## src/hw/rtl/stdg_pkg.sv

```systemverilog
// ----------------------------------------------------------------------------
// Square tone decay generator package
// Shared types and constants for the controller, the datapath and the top.
// ----------------------------------------------------------------------------
`default_nettype none

package stdg_pkg;

   localparam int FREQ_W  = 20;
   localparam int DUR_W   = 16;
   localparam int AMP_W   = 16;
   localparam int RATE_W  = 16;
   localparam int PEAK_W  = 15;
   localparam int LEN_W   = 22;
   localparam int HALF_W  = 19;
   localparam int SMP_W   = 16;
   localparam int DEN_W   = 25;   // 5 * note length
   localparam int QUO_W   = 32;   // divider dividend / quotient shift register
   localparam int CNT_W   = 6;
   localparam int RECIP_W = 29;   // width of the 1/1000 reciprocal
   localparam int LEN_SHIFT = 38;
   localparam int LQ_W    = 23;   // rate * duration / 1000 before saturation

   localparam logic [LEN_W-1:0]  LEN_MAX     = 22'h3F_FFFF;
   localparam logic [PEAK_W-1:0] AMP_MAX     = 15'h7FFF;
   localparam logic [RATE_W-1:0] RATE_RESET  = 16'd16000;

   // For every 32-bit x, floor(x / 1000) equals (x * LEN_RECIP) >> LEN_SHIFT.
   localparam logic [RECIP_W-1:0] LEN_RECIP  = 29'd274877907;

   // Divider step counts for each kind of division.
   localparam logic [CNT_W-1:0]  HALF_STEPS  = 6'd19;
   localparam logic [CNT_W-1:0]  TICK_STEPS  = 6'd15;

   // Register index of the output rate on the configuration port.
   localparam logic REG_RATE = 1'b0;

   // Request kinds carried in the mode field.
   localparam logic MODE_TICK  = 1'b0;
   localparam logic MODE_START = 1'b1;

   typedef enum logic [3:0] {
      ST_IDLE,
      ST_DECODE,
      ST_LEN_SETUP,
      ST_LEN_SCALE,
      ST_HALF_SETUP,
      ST_HALF_DIV,
      ST_TICK_PREP,
      ST_TICK_MUL,
      ST_TICK_DIV,
      ST_TICK_OUT
   } state_type;

   typedef struct packed {
      logic capture;       // latch the request fields
      logic len_load;      // hold rate * duration for the length scale
      logic half_load;     // load divider with rate * 8 / frequency
      logic tick_load;     // load divider with peak * num / den
      logic div_step;      // one restoring divide step
      logic len_save;      // scale by 1/1000 and store the note length
      logic note_start;    // store the half period and arm the note
      logic tick_prep;     // form numerator and denominator of the decay
      logic emit;          // hand the result to the output register
   } cmd_type;

   typedef struct packed {
      logic mode_start;    // captured item is a start
      logic start_ok;      // start operands are all nonzero
      logic active;        // a note is playing
      logic div_done;      // divider has no steps left
   } status_type;

   typedef struct packed {
      logic signed [SMP_W-1:0] sample;
      logic                    playing;
      logic                    last;
   } result_type;

endpackage

`default_nettype wire

```

## src/hw/rtl/square_tone_decay_generator.sv

```systemverilog
// ----------------------------------------------------------------------------
// Square tone decay generator
// Square-wave tone with a linear decay envelope, one sample per tick.
// ----------------------------------------------------------------------------
// A playing tick forms the decay operands and runs the 15-step divide
// before its sample is emitted; an idle tick goes straight to the output.
// Items are taken one at a time; a tick waits until the output register
// is free. A start scales the length, then runs the 19-step half-period
// divide; an ignored start returns to idle. Reset is synchronous, active
// high; it silences the generator and sets the rate register to 16000.
`default_nettype none

module square_tone_decay_generator (
   input  wire          clock,
   input  wire          reset,
   // Request channel.
   input  wire          req_tvalid,
   output logic         req_tready,
   input  wire  [55:0]  req_tdata,   // freq_q4[19:0], note_ms[35:20],
                                     // amplitude[51:36], zero fill [55:52]
   input  wire          req_tuser,   // mode: 0 = sample tick, 1 = start note
   // Response channel.
   output logic         rsp_tvalid,
   input  wire          rsp_tready,
   output logic [15:0]  rsp_tdata,   // sample[15:0], signed
   output logic         rsp_tuser,   // playing
   output logic         rsp_tlast,   // last sample of the note
   // Configuration port.
   input  wire          csr_psel,
   input  wire          csr_penable,
   input  wire          csr_pwrite,
   input  wire  [2:0]   csr_paddr,
   input  wire  [31:0]  csr_pwdata,
   output logic [31:0]  csr_prdata,
   output logic         csr_pready
);
   import stdg_pkg::*;

   cmd_type    cmd;
   status_type status;
   result_type result;
   logic       ctrl_idle;
   logic       accept;
   logic       out_free;
   logic       csr_write;

   logic [RATE_W-1:0] rate_ff;

   logic              rsp_valid_ff;
   logic [SMP_W-1:0]  rsp_data_ff;
   logic              rsp_user_ff;
   logic              rsp_last_ff;

   // The register index sits in paddr[2]; the low byte-lane bits are ignored.
   assign csr_pready = 1'b1;
   assign csr_write  = csr_psel && csr_penable && csr_pwrite && csr_pready;

   always_ff @(posedge clock) begin
      if (reset) begin
         rate_ff <= RATE_RESET;
      end else if (csr_write && csr_paddr[2] == REG_RATE) begin
         rate_ff <= csr_pwdata[RATE_W-1:0];
      end
   end

   always_comb begin
      csr_prdata = '0;
      if (csr_paddr[2] == REG_RATE) begin
         csr_prdata = {{(32-RATE_W){1'b0}}, rate_ff};
      end
   end

   // A new transaction is taken whenever the controller is idle, even while
   // the previous sample still waits in the output register.
   assign req_tready = ctrl_idle;
   assign accept     = req_tvalid && req_tready;

   // The output register can take a sample when it is empty or being drained.
   assign out_free   = !rsp_valid_ff || rsp_tready;

   stdg_ctrl u_ctrl (
      .clock    (clock),
      .reset    (reset),
      .accept   (accept),
      .out_free (out_free),
      .status   (status),
      .cmd      (cmd),
      .idle     (ctrl_idle)
   );

   stdg_datapath u_datapath (
      .clock       (clock),
      .reset       (reset),
      .cmd         (cmd),
      .req_mode    (req_tuser),
      .req_freq    (req_tdata[19:0]),
      .req_dur     (req_tdata[35:20]),
      .req_amp     (req_tdata[51:36]),
      .rate        (rate_ff),
      .status      (status),
      .result      (result)
   );

   // Output register: holds one finished sample until the consumer takes it.
   always_ff @(posedge clock) begin
      if (reset) begin
         rsp_valid_ff <= 1'b0;
      end else if (cmd.emit) begin
         rsp_valid_ff <= 1'b1;
      end else if (rsp_tready) begin
         rsp_valid_ff <= 1'b0;
      end
   end

   always_ff @(posedge clock) begin
      if (cmd.emit) begin
         rsp_data_ff <= result.sample;
         rsp_user_ff <= result.playing;
         rsp_last_ff <= result.last;
      end
   end

   assign rsp_tvalid = rsp_valid_ff;
   assign rsp_tdata  = rsp_data_ff;
   assign rsp_tuser  = rsp_user_ff;
   assign rsp_tlast  = rsp_last_ff;

   // A new sample must never overwrite one the consumer has not taken.
   assert property (@(posedge clock) disable iff (reset)
      cmd.emit |-> (!rsp_valid_ff || rsp_tready))
      else $error("sample emitted into an occupied output register");

   // Silence outside a note: an idle sample is zero and never marked last.
   assert property (@(posedge clock) disable iff (reset)
      (rsp_tvalid && !rsp_tuser) |-> (rsp_tdata == '0 && !rsp_tlast))
      else $error("idle sample is not silent");

   // The final sample of a note leaves the generator idle.
   assert property (@(posedge clock) disable iff (reset)
      (cmd.emit && result.last) |=> !status.active)
      else $error("note still active after its last sample");

   // No new transaction is taken while the divider is still working.
   assert property (@(posedge clock) disable iff (reset)
      accept |-> status.div_done)
      else $error("transaction accepted during a division");

endmodule

`default_nettype wire

```

## src/hw/rtl/stdg_ctrl.sv

```systemverilog
// ----------------------------------------------------------------------------
// Square tone decay generator controller
// Sequences the start and tick work over the datapath's shared divider.
// ----------------------------------------------------------------------------
`default_nettype none

module stdg_ctrl (
   input  wire                     clock,
   input  wire                     reset,
   input  wire                     accept,
   input  wire                     out_free,
   input  stdg_pkg::status_type    status,
   output stdg_pkg::cmd_type       cmd,
   output logic                    idle
);
   import stdg_pkg::*;

   state_type state_ff;
   state_type state_in;

   always_ff @(posedge clock) begin
      if (reset) begin
         state_ff <= ST_IDLE;
      end else begin
         state_ff <= state_in;
      end
   end

   always_comb begin
      state_in = state_ff;
      case (state_ff)
         ST_IDLE: begin
            if (accept) state_in = ST_DECODE;
         end
         ST_DECODE: begin
            if (status.mode_start) begin
               state_in = status.start_ok ? ST_LEN_SETUP : ST_IDLE;
            end else begin
               state_in = status.active ? ST_TICK_PREP : ST_TICK_OUT;
            end
         end
         ST_LEN_SETUP:  state_in = ST_LEN_SCALE;
         ST_LEN_SCALE:  state_in = ST_HALF_SETUP;
         ST_HALF_SETUP: state_in = ST_HALF_DIV;
         ST_HALF_DIV: begin
            if (status.div_done) state_in = ST_IDLE;
         end
         ST_TICK_PREP:  state_in = ST_TICK_MUL;
         ST_TICK_MUL:   state_in = ST_TICK_DIV;
         ST_TICK_DIV: begin
            if (status.div_done) state_in = ST_TICK_OUT;
         end
         ST_TICK_OUT: begin
            if (out_free) state_in = ST_IDLE;
         end
         default:       state_in = ST_IDLE;
      endcase
   end

   always_comb begin
      cmd  = '0;
      idle = 1'b0;
      case (state_ff)
         ST_IDLE: begin
            idle        = 1'b1;
            cmd.capture = accept;
         end
         ST_LEN_SETUP:  cmd.len_load = 1'b1;
         ST_LEN_SCALE:  cmd.len_save = 1'b1;
         ST_HALF_SETUP: cmd.half_load = 1'b1;
         ST_HALF_DIV: begin
            cmd.div_step   = !status.div_done;
            cmd.note_start = status.div_done;
         end
         ST_TICK_PREP:  cmd.tick_prep = 1'b1;
         ST_TICK_MUL:   cmd.tick_load = 1'b1;
         ST_TICK_DIV:   cmd.div_step  = !status.div_done;
         ST_TICK_OUT:   cmd.emit      = out_free;
         default:       cmd = '0;
      endcase
   end

endmodule

`default_nettype wire

```

## src/hw/rtl/stdg_datapath.sv

```systemverilog
// ----------------------------------------------------------------------------
// Square tone decay generator datapath
// Note state, decay arithmetic, a reciprocal scale for the note length and a
// shared bit-serial restoring divider.
// ----------------------------------------------------------------------------
`default_nettype none

module stdg_datapath (
   input  wire                          clock,
   input  wire                          reset,
   input  stdg_pkg::cmd_type            cmd,
   input  wire                          req_mode,
   input  wire [stdg_pkg::FREQ_W-1:0]   req_freq,
   input  wire [stdg_pkg::DUR_W-1:0]    req_dur,
   input  wire [stdg_pkg::AMP_W-1:0]    req_amp,
   input  wire [stdg_pkg::RATE_W-1:0]   rate,
   output stdg_pkg::status_type         status,
   output stdg_pkg::result_type         result
);
   import stdg_pkg::*;

   // Captured request.
   logic              mode_ff;
   logic [FREQ_W-1:0] freq_ff;
   logic [DUR_W-1:0]  dur_ff;
   logic [AMP_W-1:0]  amp_ff;

   // Note state.
   logic              active_ff, active_in;
   logic [LEN_W-1:0]  idx_ff, idx_in;
   logic [LEN_W-1:0]  len_ff, len_in;
   logic [HALF_W-1:0] half_ff, half_in;
   logic [HALF_W-1:0] phase_ff, phase_in;
   logic              pol_ff, pol_in;
   logic [PEAK_W-1:0] peak_ff, peak_in;

   // Decay operands.
   logic [DEN_W-1:0]  num_ff, den_ff;

   // Divider.
   logic [DEN_W-1:0]  rem_ff, rem_in;
   logic [QUO_W-1:0]  quo_ff, quo_in;
   logic [DEN_W-1:0]  dvs_ff, dvs_in;
   logic [CNT_W-1:0]  cnt_ff, cnt_in;

   logic [DEN_W:0]            trial;
   logic [DEN_W:0]            diff;
   logic                      fits;
   logic [2*DUR_W-1:0]        rate_dur;
   logic [QUO_W+RECIP_W-1:0]  len_prod;
   logic [LQ_W-1:0]           len_quo;
   logic [PEAK_W+DEN_W-1:0]   prod;
   logic [DEN_W-1:0]          den_calc, three_n;
   logic [LEN_W:0]            idx_inc;
   logic [HALF_W:0]           phase_inc;
   logic                      fin;
   logic [PEAK_W-1:0]         mag;
   logic [SMP_W-1:0]          mag_ext;

   always_ff @(posedge clock) begin
      if (cmd.capture) begin
         mode_ff <= req_mode;
         freq_ff <= req_freq;
         dur_ff  <= req_dur;
         amp_ff  <= req_amp;
      end
   end

   always_comb begin
      trial    = {rem_ff, quo_ff[QUO_W-1]};
      diff     = trial - {1'b0, dvs_ff};
      fits     = trial >= {1'b0, dvs_ff};
      rate_dur = rate * dur_ff;
      // The held product rate * duration is divided by 1000 through its
      // reciprocal.
      len_prod = quo_ff * LEN_RECIP;
      len_quo  = len_prod[LEN_SHIFT+LQ_W-1:LEN_SHIFT];
      prod     = peak_ff * num_ff;
      den_calc = {1'b0, len_ff, 2'b00} + {3'b000, len_ff};
      three_n  = {2'b00, idx_ff, 1'b0} + {3'b000, idx_ff};
      idx_inc  = {1'b0, idx_ff} + {{LEN_W{1'b0}}, 1'b1};
      phase_inc = {1'b0, phase_ff} + {{HALF_W{1'b0}}, 1'b1};
      fin      = idx_inc >= {1'b0, len_ff};
      mag      = quo_ff[PEAK_W-1:0];
      mag_ext  = {1'b0, mag};
   end

   // Divider: one quotient bit per step, shifted into the low end of quo_ff.
   always_comb begin
      rem_in = rem_ff;
      quo_in = quo_ff;
      dvs_in = dvs_ff;
      cnt_in = cnt_ff;
      if (cmd.len_load) begin
         quo_in = rate_dur;
      end else if (cmd.half_load) begin
         rem_in = '0;
         quo_in = {rate, 3'b000, {(QUO_W-RATE_W-3){1'b0}}};
         dvs_in = {{(DEN_W-FREQ_W){1'b0}}, freq_ff};
         cnt_in = HALF_STEPS;
      end else if (cmd.tick_load) begin
         // The quotient never exceeds the peak, so only its low bits are run.
         rem_in = prod[PEAK_W+DEN_W-1:PEAK_W];
         quo_in = {prod[PEAK_W-1:0], {(QUO_W-PEAK_W){1'b0}}};
         dvs_in = den_ff;
         cnt_in = TICK_STEPS;
      end else if (cmd.div_step && cnt_ff != '0) begin
         rem_in = fits ? diff[DEN_W-1:0] : trial[DEN_W-1:0];
         quo_in = {quo_ff[QUO_W-2:0], fits};
         cnt_in = cnt_ff - 1'b1;
      end
   end

   always_ff @(posedge clock) begin
      rem_ff <= rem_in;
      quo_ff <= quo_in;
      dvs_ff <= dvs_in;
      if (reset) begin
         cnt_ff <= '0;
      end else begin
         cnt_ff <= cnt_in;
      end
   end

   always_ff @(posedge clock) begin
      if (cmd.tick_prep) begin
         den_ff <= den_calc;
         num_ff <= den_calc - three_n;
      end
   end

   always_comb begin
      active_in = active_ff;
      idx_in    = idx_ff;
      len_in    = len_ff;
      half_in   = half_ff;
      phase_in  = phase_ff;
      pol_in    = pol_ff;
      peak_in   = peak_ff;
      if (cmd.len_save) begin
         if (len_quo > {1'b0, LEN_MAX}) begin
            len_in = LEN_MAX;
         end else if (len_quo == '0) begin
            len_in = {{(LEN_W-1){1'b0}}, 1'b1};
         end else begin
            len_in = len_quo[LEN_W-1:0];
         end
      end
      if (cmd.note_start) begin
         half_in   = (quo_ff[HALF_W-1:0] == '0) ? {{(HALF_W-1){1'b0}}, 1'b1}
                                                : quo_ff[HALF_W-1:0];
         peak_in   = (amp_ff > {1'b0, AMP_MAX}) ? AMP_MAX : amp_ff[PEAK_W-1:0];
         active_in = 1'b1;
         idx_in    = '0;
         phase_in  = '0;
         pol_in    = 1'b0;
      end
      if (cmd.emit && active_ff) begin
         if (phase_inc >= {1'b0, half_ff}) begin
            phase_in = '0;
            pol_in   = !pol_ff;
         end else begin
            phase_in = phase_inc[HALF_W-1:0];
         end
         if (fin) begin
            active_in = 1'b0;
            idx_in    = '0;
         end else begin
            idx_in = idx_inc[LEN_W-1:0];
         end
      end
   end

   always_ff @(posedge clock) begin
      if (reset) begin
         active_ff <= 1'b0;
         idx_ff    <= '0;
         len_ff    <= '0;
         half_ff   <= '0;
         phase_ff  <= '0;
         pol_ff    <= 1'b0;
         peak_ff   <= '0;
      end else begin
         active_ff <= active_in;
         idx_ff    <= idx_in;
         len_ff    <= len_in;
         half_ff   <= half_in;
         phase_ff  <= phase_in;
         pol_ff    <= pol_in;
         peak_ff   <= peak_in;
      end
   end

   always_comb begin
      status.mode_start = (mode_ff == MODE_START);
      status.start_ok   = (freq_ff != '0) && (dur_ff != '0) && (amp_ff != '0);
      status.active     = active_ff;
      status.div_done   = (cnt_ff == '0);
      if (active_ff) begin
         result.sample  = pol_ff ? -$signed(mag_ext) : $signed(mag_ext);
         result.playing = 1'b1;
         result.last    = fin;
      end else begin
         result.sample  = '0;
         result.playing = 1'b0;
         result.last    = 1'b0;
      end
   end

endmodule

`default_nettype wire

```

## config.mk

```make
export PLATFORM = sky130hd
export DESIGN_NAME = square_tone_decay_generator
export DESIGN_NICKNAME = d
export VERILOG_FILES = /design/src/hw/rtl/stdg_pkg.sv /design/src/hw/rtl/square_tone_decay_generator.sv /design/src/hw/rtl/stdg_ctrl.sv /design/src/hw/rtl/stdg_datapath.sv
export SDC_FILE = /design/constraint.sdc
export NUM_CORES = 2
export LEC_CHECK = 0
export BUFFER_PORTS_ARGS = -buffer_cell sky130_fd_sc_hd__buf_2
export CORE_ASPECT_RATIO = 0.5
export CORE_MARGIN = 10
export CORE_UTILIZATION = 30
export CTS_BUF_LIST = sky130_fd_sc_hd__clkbuf_4 sky130_fd_sc_hd__clkbuf_8
export CTS_CLUSTER_SIZE = 8
export DETAILED_ROUTE_END_ITERATION = 7
export PLACE_DENSITY = 0.45
export SYNTH_ARGS = -nofsm -noshare
export SYNTH_HDL_FRONTEND = slang
export SYNTH_SLANG_ARGS = --single-unit
```

## constraint.sdc

```tcl
create_clock -name clock -period 11.1 [get_ports clock]
set_clock_uncertainty 0.1 [all_clocks]
set_input_delay 0.555 -clock clock [delete_from_list [all_inputs] [get_ports clock]]
set_output_delay 0.555 -clock clock [all_outputs]
set_load 0.05 [all_outputs]
```

# Word-level counts from Yosys, hierarchy flattened
# Index checks and enable logic that the tools add are counted.
# op_classes
muxes	51
n_reduce_logical	30
n_lt_le_gt_ge	5
n_bitwise	2
eq_ne	13
mul	3
addsub	8
# ops
op	n
32-bit two-way mux	4
22-bit two-way mux	5
25-bit two-way mux	4
19-bit two-way mux	4
32-bit by 29-bit multiplier with 61-bit output (second input constant)	1
25-bit subtractor	2
15-bit by 25-bit multiplier with 40-bit output	1
4-bit one-hot mux with 10 select lines	1
16-bit by 16-bit multiplier with 32-bit output	1
16-bit nonzero test	2
15-bit two-way mux	2
26-bit by 25-bit greater-or-equal comparator with 1-bit output	1
24-bit by 22-bit adder with 25-bit output	1
23-bit by 22-bit adder with 24-bit output	1
4-bit two-way mux	6
22-bit by 1-bit adder with 23-bit output (second input constant)	1
23-bit by 22-bit greater-or-equal comparator with 1-bit output	1
23-bit by 22-bit > comparator with 1-bit output (second input constant)	1
23-bit zero test	1
19-bit by 1-bit adder with 20-bit output (second input constant)	1
20-bit by 19-bit greater-or-equal comparator with 1-bit output	1
20-bit two-way mux	1
20-bit nonzero test	1
19-bit zero test	1
25 further kinds	67
# totals
input_bits	99
word_cells	137
register_bits	329

# Longest topological paths before layout
# depth
depth_word	8
ltp_mapped	28
ltp_nobuf	28

# Modules after synthesis
# Synthesis repeated with hierarchy kept, for this count alone.
# hier_totals
hier_cells	5641
hier_area_um2	53602.7
# by_module_without_submodules
module	area_per_inst_um2	instances	cells_per_inst
stdg_datapath	51664.6	1	5458
square_tone_decay_generator	1539.0	1	129
stdg_ctrl	399.1	1	54

# Worst setup path after synthesis
# OpenSTA, ideal clock, no wires.
# synth_path
path_type	register to register
from	register u_datapath.quo_ff[14]
to	register u_datapath.len_ff[0]
setup_slack_ns	3.998
setup_time_ns	0.059
t_arrival_ns	6.942
n_path_buf	0
t_required_ns	10.941
path_stages_with_launch	27
period_less_slack_ns	7.102
cell_sequence	edfxtp_1 -> inv_1 -> ha_1 -> fa_1 -> fa_1 -> inv_1 -> fa_1 -> inv_1 -> fa_1 -> fa_1 -> fa_1 -> inv_1 -> fa_1 -> inv_1 -> ha_1 -> nand4_1 -> nor4_1 -> o2111ai_1 -> o211ai_2 -> nor3_2 -> or3_4 -> o211a_1 -> o21ai_1 -> o21a_1 -> nor2_1 -> nor4_1 -> a41o_1
# synth_between
elab_chain_cells	4
elab_cells_between_ends	5
classes_between	1 x mul; 1 x order compare; 2 x mux; 1 x reduce/logical
# synth_lines
item	line_no	text
from (decl)	stdg_datapath.sv:42	logic [QUO_W-1:0] quo_ff, quo_in;
from (signal assigned)	stdg_datapath.sv:116	quo_ff <= quo_in;
32-bit by 29-bit multiplier with 61-bit output (*)	stdg_datapath.sv:76	len_prod = quo_ff * LEN_RECIP;
branches (longest 2 deep; another with 23-bit by 22-bit > comparator with 1-bit output)	--	
22-bit two-way mux (*)	stdg_datapath.sv:141	if (len_quo > {1'b0, LEN_MAX}) begin
to (signal assigned)	stdg_datapath.sv:186	len_ff <= len_in;
to (decl)	stdg_datapath.sv:31	logic [LEN_W-1:0] len_ff, len_in;
# Every way passes the cells marked *.
# A chain may end at the register's enable or synchronous reset.

# Final worst setup path
# layout_path
from	register u_datapath.quo_ff[17]
to	register u_datapath.len_ff[0]
# Same word-level chain as after synthesis.

==> impl_metrics.env <==
export IMPL_status="finished, final reports clean"
export IMPL_vias=38681
export IMPL_ys_ff_latch=329
export IMPL_clk_latency_ns=0.77
export IMPL_leakage_nw=28.08
export IMPL_ys_types=85
export IMPL_synth_ff_type="edfxtp_1"
export IMPL_dieHeight_um=316.4
export IMPL_endpoint="u_datapath.len_ff[0]"
export IMPL_coreArea_um2=174000
export IMPL_cts_root_buf="clkbuf_8"
export IMPL_synth_async_reset_ratio=0
export IMPL_grt_start_max_net_pins=93
export IMPL_drt_initial_drc_count=2193
export IMPL_layout_drive_gt1_share=0.05915
export IMPL_fin_crit_ns=8.664
export IMPL_path_class="reg2reg"
export IMPL_dr_pass1_iters=6
export IMPL_routedWlPerCell_um=18.87
export IMPL_rsz0062_at_grt="no"
export IMPL_timing_fmax_mhz=115.4
export IMPL_syn_inst=5606
export IMPL_path_clk_slew_ns=0.06
export IMPL_synth_edf_count=203
export IMPL_synth_area_um2=52700
export IMPL_final_common_cell="inv_1"
export IMPL_remaining_drc_errors=0
export IMPL_num_fill_cells=18064
export IMPL_rr_worst_depth=27
export IMPL_dpl_hpwl_mm=123.3
export IMPL_ant_nets=0
export IMPL_slew_viol_final=0
export IMPL_setup_violations=0
export IMPL_avgViaCountPerCell=4.789
export IMPL_syn2layout_area_growth_pct=9.884
export IMPL_die_area_um2=193900
export IMPL_reg2reg_to="u_datapath.len_ff[0]"
export IMPL_r2r_start="u_datapath.quo_ff[17]"
export IMPL_multi_input_area_um2=39120
export IMPL_antenna_found_initial=4
export IMPL_final_nets=7352
export IMPL_worst_pin_slew_ns=1.335
export IMPL_portBuffers=112
export IMPL_pin_count=152
export IMPL_slew_headroom=0.1069
export IMPL_cp_max_fo=21
export IMPL_maxCapViolCount=0
export IMPL_yosysSeqAreaShare=0.1635
export IMPL_row_count=108
export IMPL_numCtsBuffers=60
export IMPL_grt_remaining_overflow=0
export IMPL_r2r_slack_ns=2.44
export IMPL_vdd_drop_max_v=0.0006599
export IMPL_post_cts_setup_buffer_count=0
export IMPL_power_density_nw_per_um2=308.1
export IMPL_die_w_um=612.7
export IMPL_hold_viol_final=0
export IMPL_start_kind="flop"
export IMPL_grt_pass1_wl_mm=243.0
export IMPL_post_route_period_util=0.7805
export IMPL_end_kind="flop"
export IMPL_min_path_type="in2reg"
export IMPL_cts_tree="done"
export IMPL_routed_wl_mm=152.4
export IMPL_gp_congestion=0.8752
export IMPL_clock_sinks=329
export IMPL_syn_area_per_cell_um2=9.401
export IMPL_grt_usage=0.1578
export IMPL_required_ns=11.64
export IMPL_crit_start="u_datapath.quo_ff[17]"
export IMPL_grt_pass1_vias=41470
export IMPL_cp_arrival_ns=9.20
export IMPL_holdWs_ns=0.1887
export IMPL_start_util=0.3028
export IMPL_clk_path_buf_depth=3
export IMPL_synth_top_area_cell="fa_1"
export IMPL_finalSetupTns_ns=0
export IMPL_ys_warn_count=0
export IMPL_fin_cells=8077
export IMPL_register_area_um2=8618
export IMPL_synth_area_leaders="fa_1 (30%), ha_1 (18%), edfxtp_1 (12%)"
export IMPL_dpl_cell_count=7890
export IMPL_cts_max_level=2
export IMPL_yosysTopAreaCellShare=0.3012
export IMPL_layout_common_cells="inv_1 (1,102), fa_1 (793), ha_1 (747)"
==> per-stage QoR <==
stage          power [mW]  instance area (µm²)  setup WS (ns)  utilization
2_1_floorplan       12.35                52760          3.998            -
3_3_place_gp        16.42                55840          2.442       0.3208
3_5_place_dp        16.35                55840          2.440       0.3208
4_1_cts             17.96                57900          2.434       0.3327
5_1_grt             20.04                57910          2.099       0.3327
6_report            17.84                57910          2.436       0.3327
==> where the power goes <==
group	total (mW)	switching (mW)	internal [mW]
Sequential	1.49	0.108	1.38
Clock	1.34	0.603	0.738
Combinational	15.0	8.93	6.08
Total	17.8	9.64	8.20
==> synth_stat cells, types with 7 or more instances <==
master and n:
nand2b_1 30, nand2_1 639, o21ai_0 83, nand4_1 27, o21ai_1 33, clkbuf_1 191, nand4b_1 7, a21o_1 59
or3_1 28, o31ai_1 16, a211oi_1 51, o211ai_1 42, buf_4 18, edfxtp_1 203, nand3_1 80, and3_1 30
a32o_1 14, a41oi_1 11, o21bai_1 27, a211o_1 11, mux2i_1 10, nor4_1 24, dfxtp_1 126, xnor2_1 125
and2_1 267, fa_1 793, a31oi_1 15, inv_1 1102, ha_1 747, nor3_1 86, xor2_1 79, o21a_1 27
a22oi_1 38, o22ai_1 7, a21oi_1 191, nor2b_1 54, nand3b_1 10, nor2_1 188
==> critical path, stage by stage (launching register included) <==
cell and delay (ns):
edfxtp_1 0.81, inv_1 0.36, ha_1 0.45, fa_1 0.41
fa_1 0.51, inv_1 0.05, fa_1 0.48, inv_1 0.05
fa_1 0.48, fa_1 0.50, fa_1 0.50, inv_1 0.05
fa_1 0.47, inv_1 0.04, ha_1 0.31, nand4_1 0.20
nor3_2 0.09, a221oi_1 0.32, o211ai_2 0.19, nor3_2 0.52
or3_4 0.26, o211ai_1 0.09, a31o_2 0.28, a21oi_1 0.14
buf_4 0.26, o31a_1 0.27, nor3_1 0.07, a41o_1 0.24
==> flip-flops by register name (all words and copies together), names as in the netlist, 15 cells and up <==
signal               cells
u_datapath.quo_ff       32
u_datapath.len_ff       22
u_datapath.peak_ff      15
u_datapath.num_ff       25
u_datapath.amp_ff       16
u_datapath.idx_ff       22
u_datapath.half_ff      19
u_datapath.freq_ff      20
rsp_tdata               16
u_datapath.rem_ff       25
u_datapath.dur_ff       16
u_datapath.den_ff       25
rate_ff                 16
u_datapath.phase_ff     19
u_datapath.dvs_ff       25
==> cell type report <==
cell class	count	area share
Clock inverter	17	0.003327
Antenna cell	2	0.00008642
Clock buffer	97	0.02003
Tap cell	2310	0.04991
Sequential cell	329	0.1488
Multi-Input combinational cell	3969	0.6756
Inverter	1102	0.07143
Timing Repair Buffer	251	0.03081
==> how the worst min path moves through the flow <==
stage	from	to	slack [ns]	cells past startpoint
after floorplan	u_datapath.half_ff[18]	u_datapath.half_ff[18]	0.34	2
after global placement	u_datapath.half_ff[18]	u_datapath.half_ff[18]	0.35	2
after detailed placement	u_datapath.half_ff[18]	u_datapath.half_ff[18]	0.36	2
after CTS	req_tvalid	u_ctrl.state_ff[0]	0.10	4
after global routing	req_tvalid	u_ctrl.state_ff[0]	0.20	4
final	req_tvalid	u_ctrl.state_ff[0]	0.19	4
==> what timing repair did <==
action,4_1_cts,5_1_grt
resized for setup,0,0
hold buffers,71,0
endpoints found under the hold margin,79,0
==> cell families after synthesis <==
| logic type | count (synthesis) | share of synthesized area |
|---|---|---|
| buffers and inverters | 1323 | 0.09580 |
| multiplexers | 15 | 0.002968 |
| other | 2 | 0.0001425 |
| XOR/XNOR | 205 | 0.03421 |
| AND/OR/NAND/NOR | 1503 | 0.1371 |
| AO/OA/AOI/OAI | 689 | 0.08768 |
| flip-flops | 329 | 0.1635 |
| adder cells (fa/ha/maj) | 1540 | 0.4786 |
==> layer usage <==
layer | GRT usage | part of all wire | vias up | routed length, µm
met5 | 0 | 0 | - | 0
li1 | - | - | 18214 | -
met2 | 0.2593 | 0.46 | 692 | 70120
met4 | 0.03571 | 0.021 | 0 | 3268
met3 | 0.01626 | 0.040 | 130 | 6064
met1 | 0.2242 | 0.48 | 19645 | 72940
No activity file was read; power rests on OpenSTA's default activity.
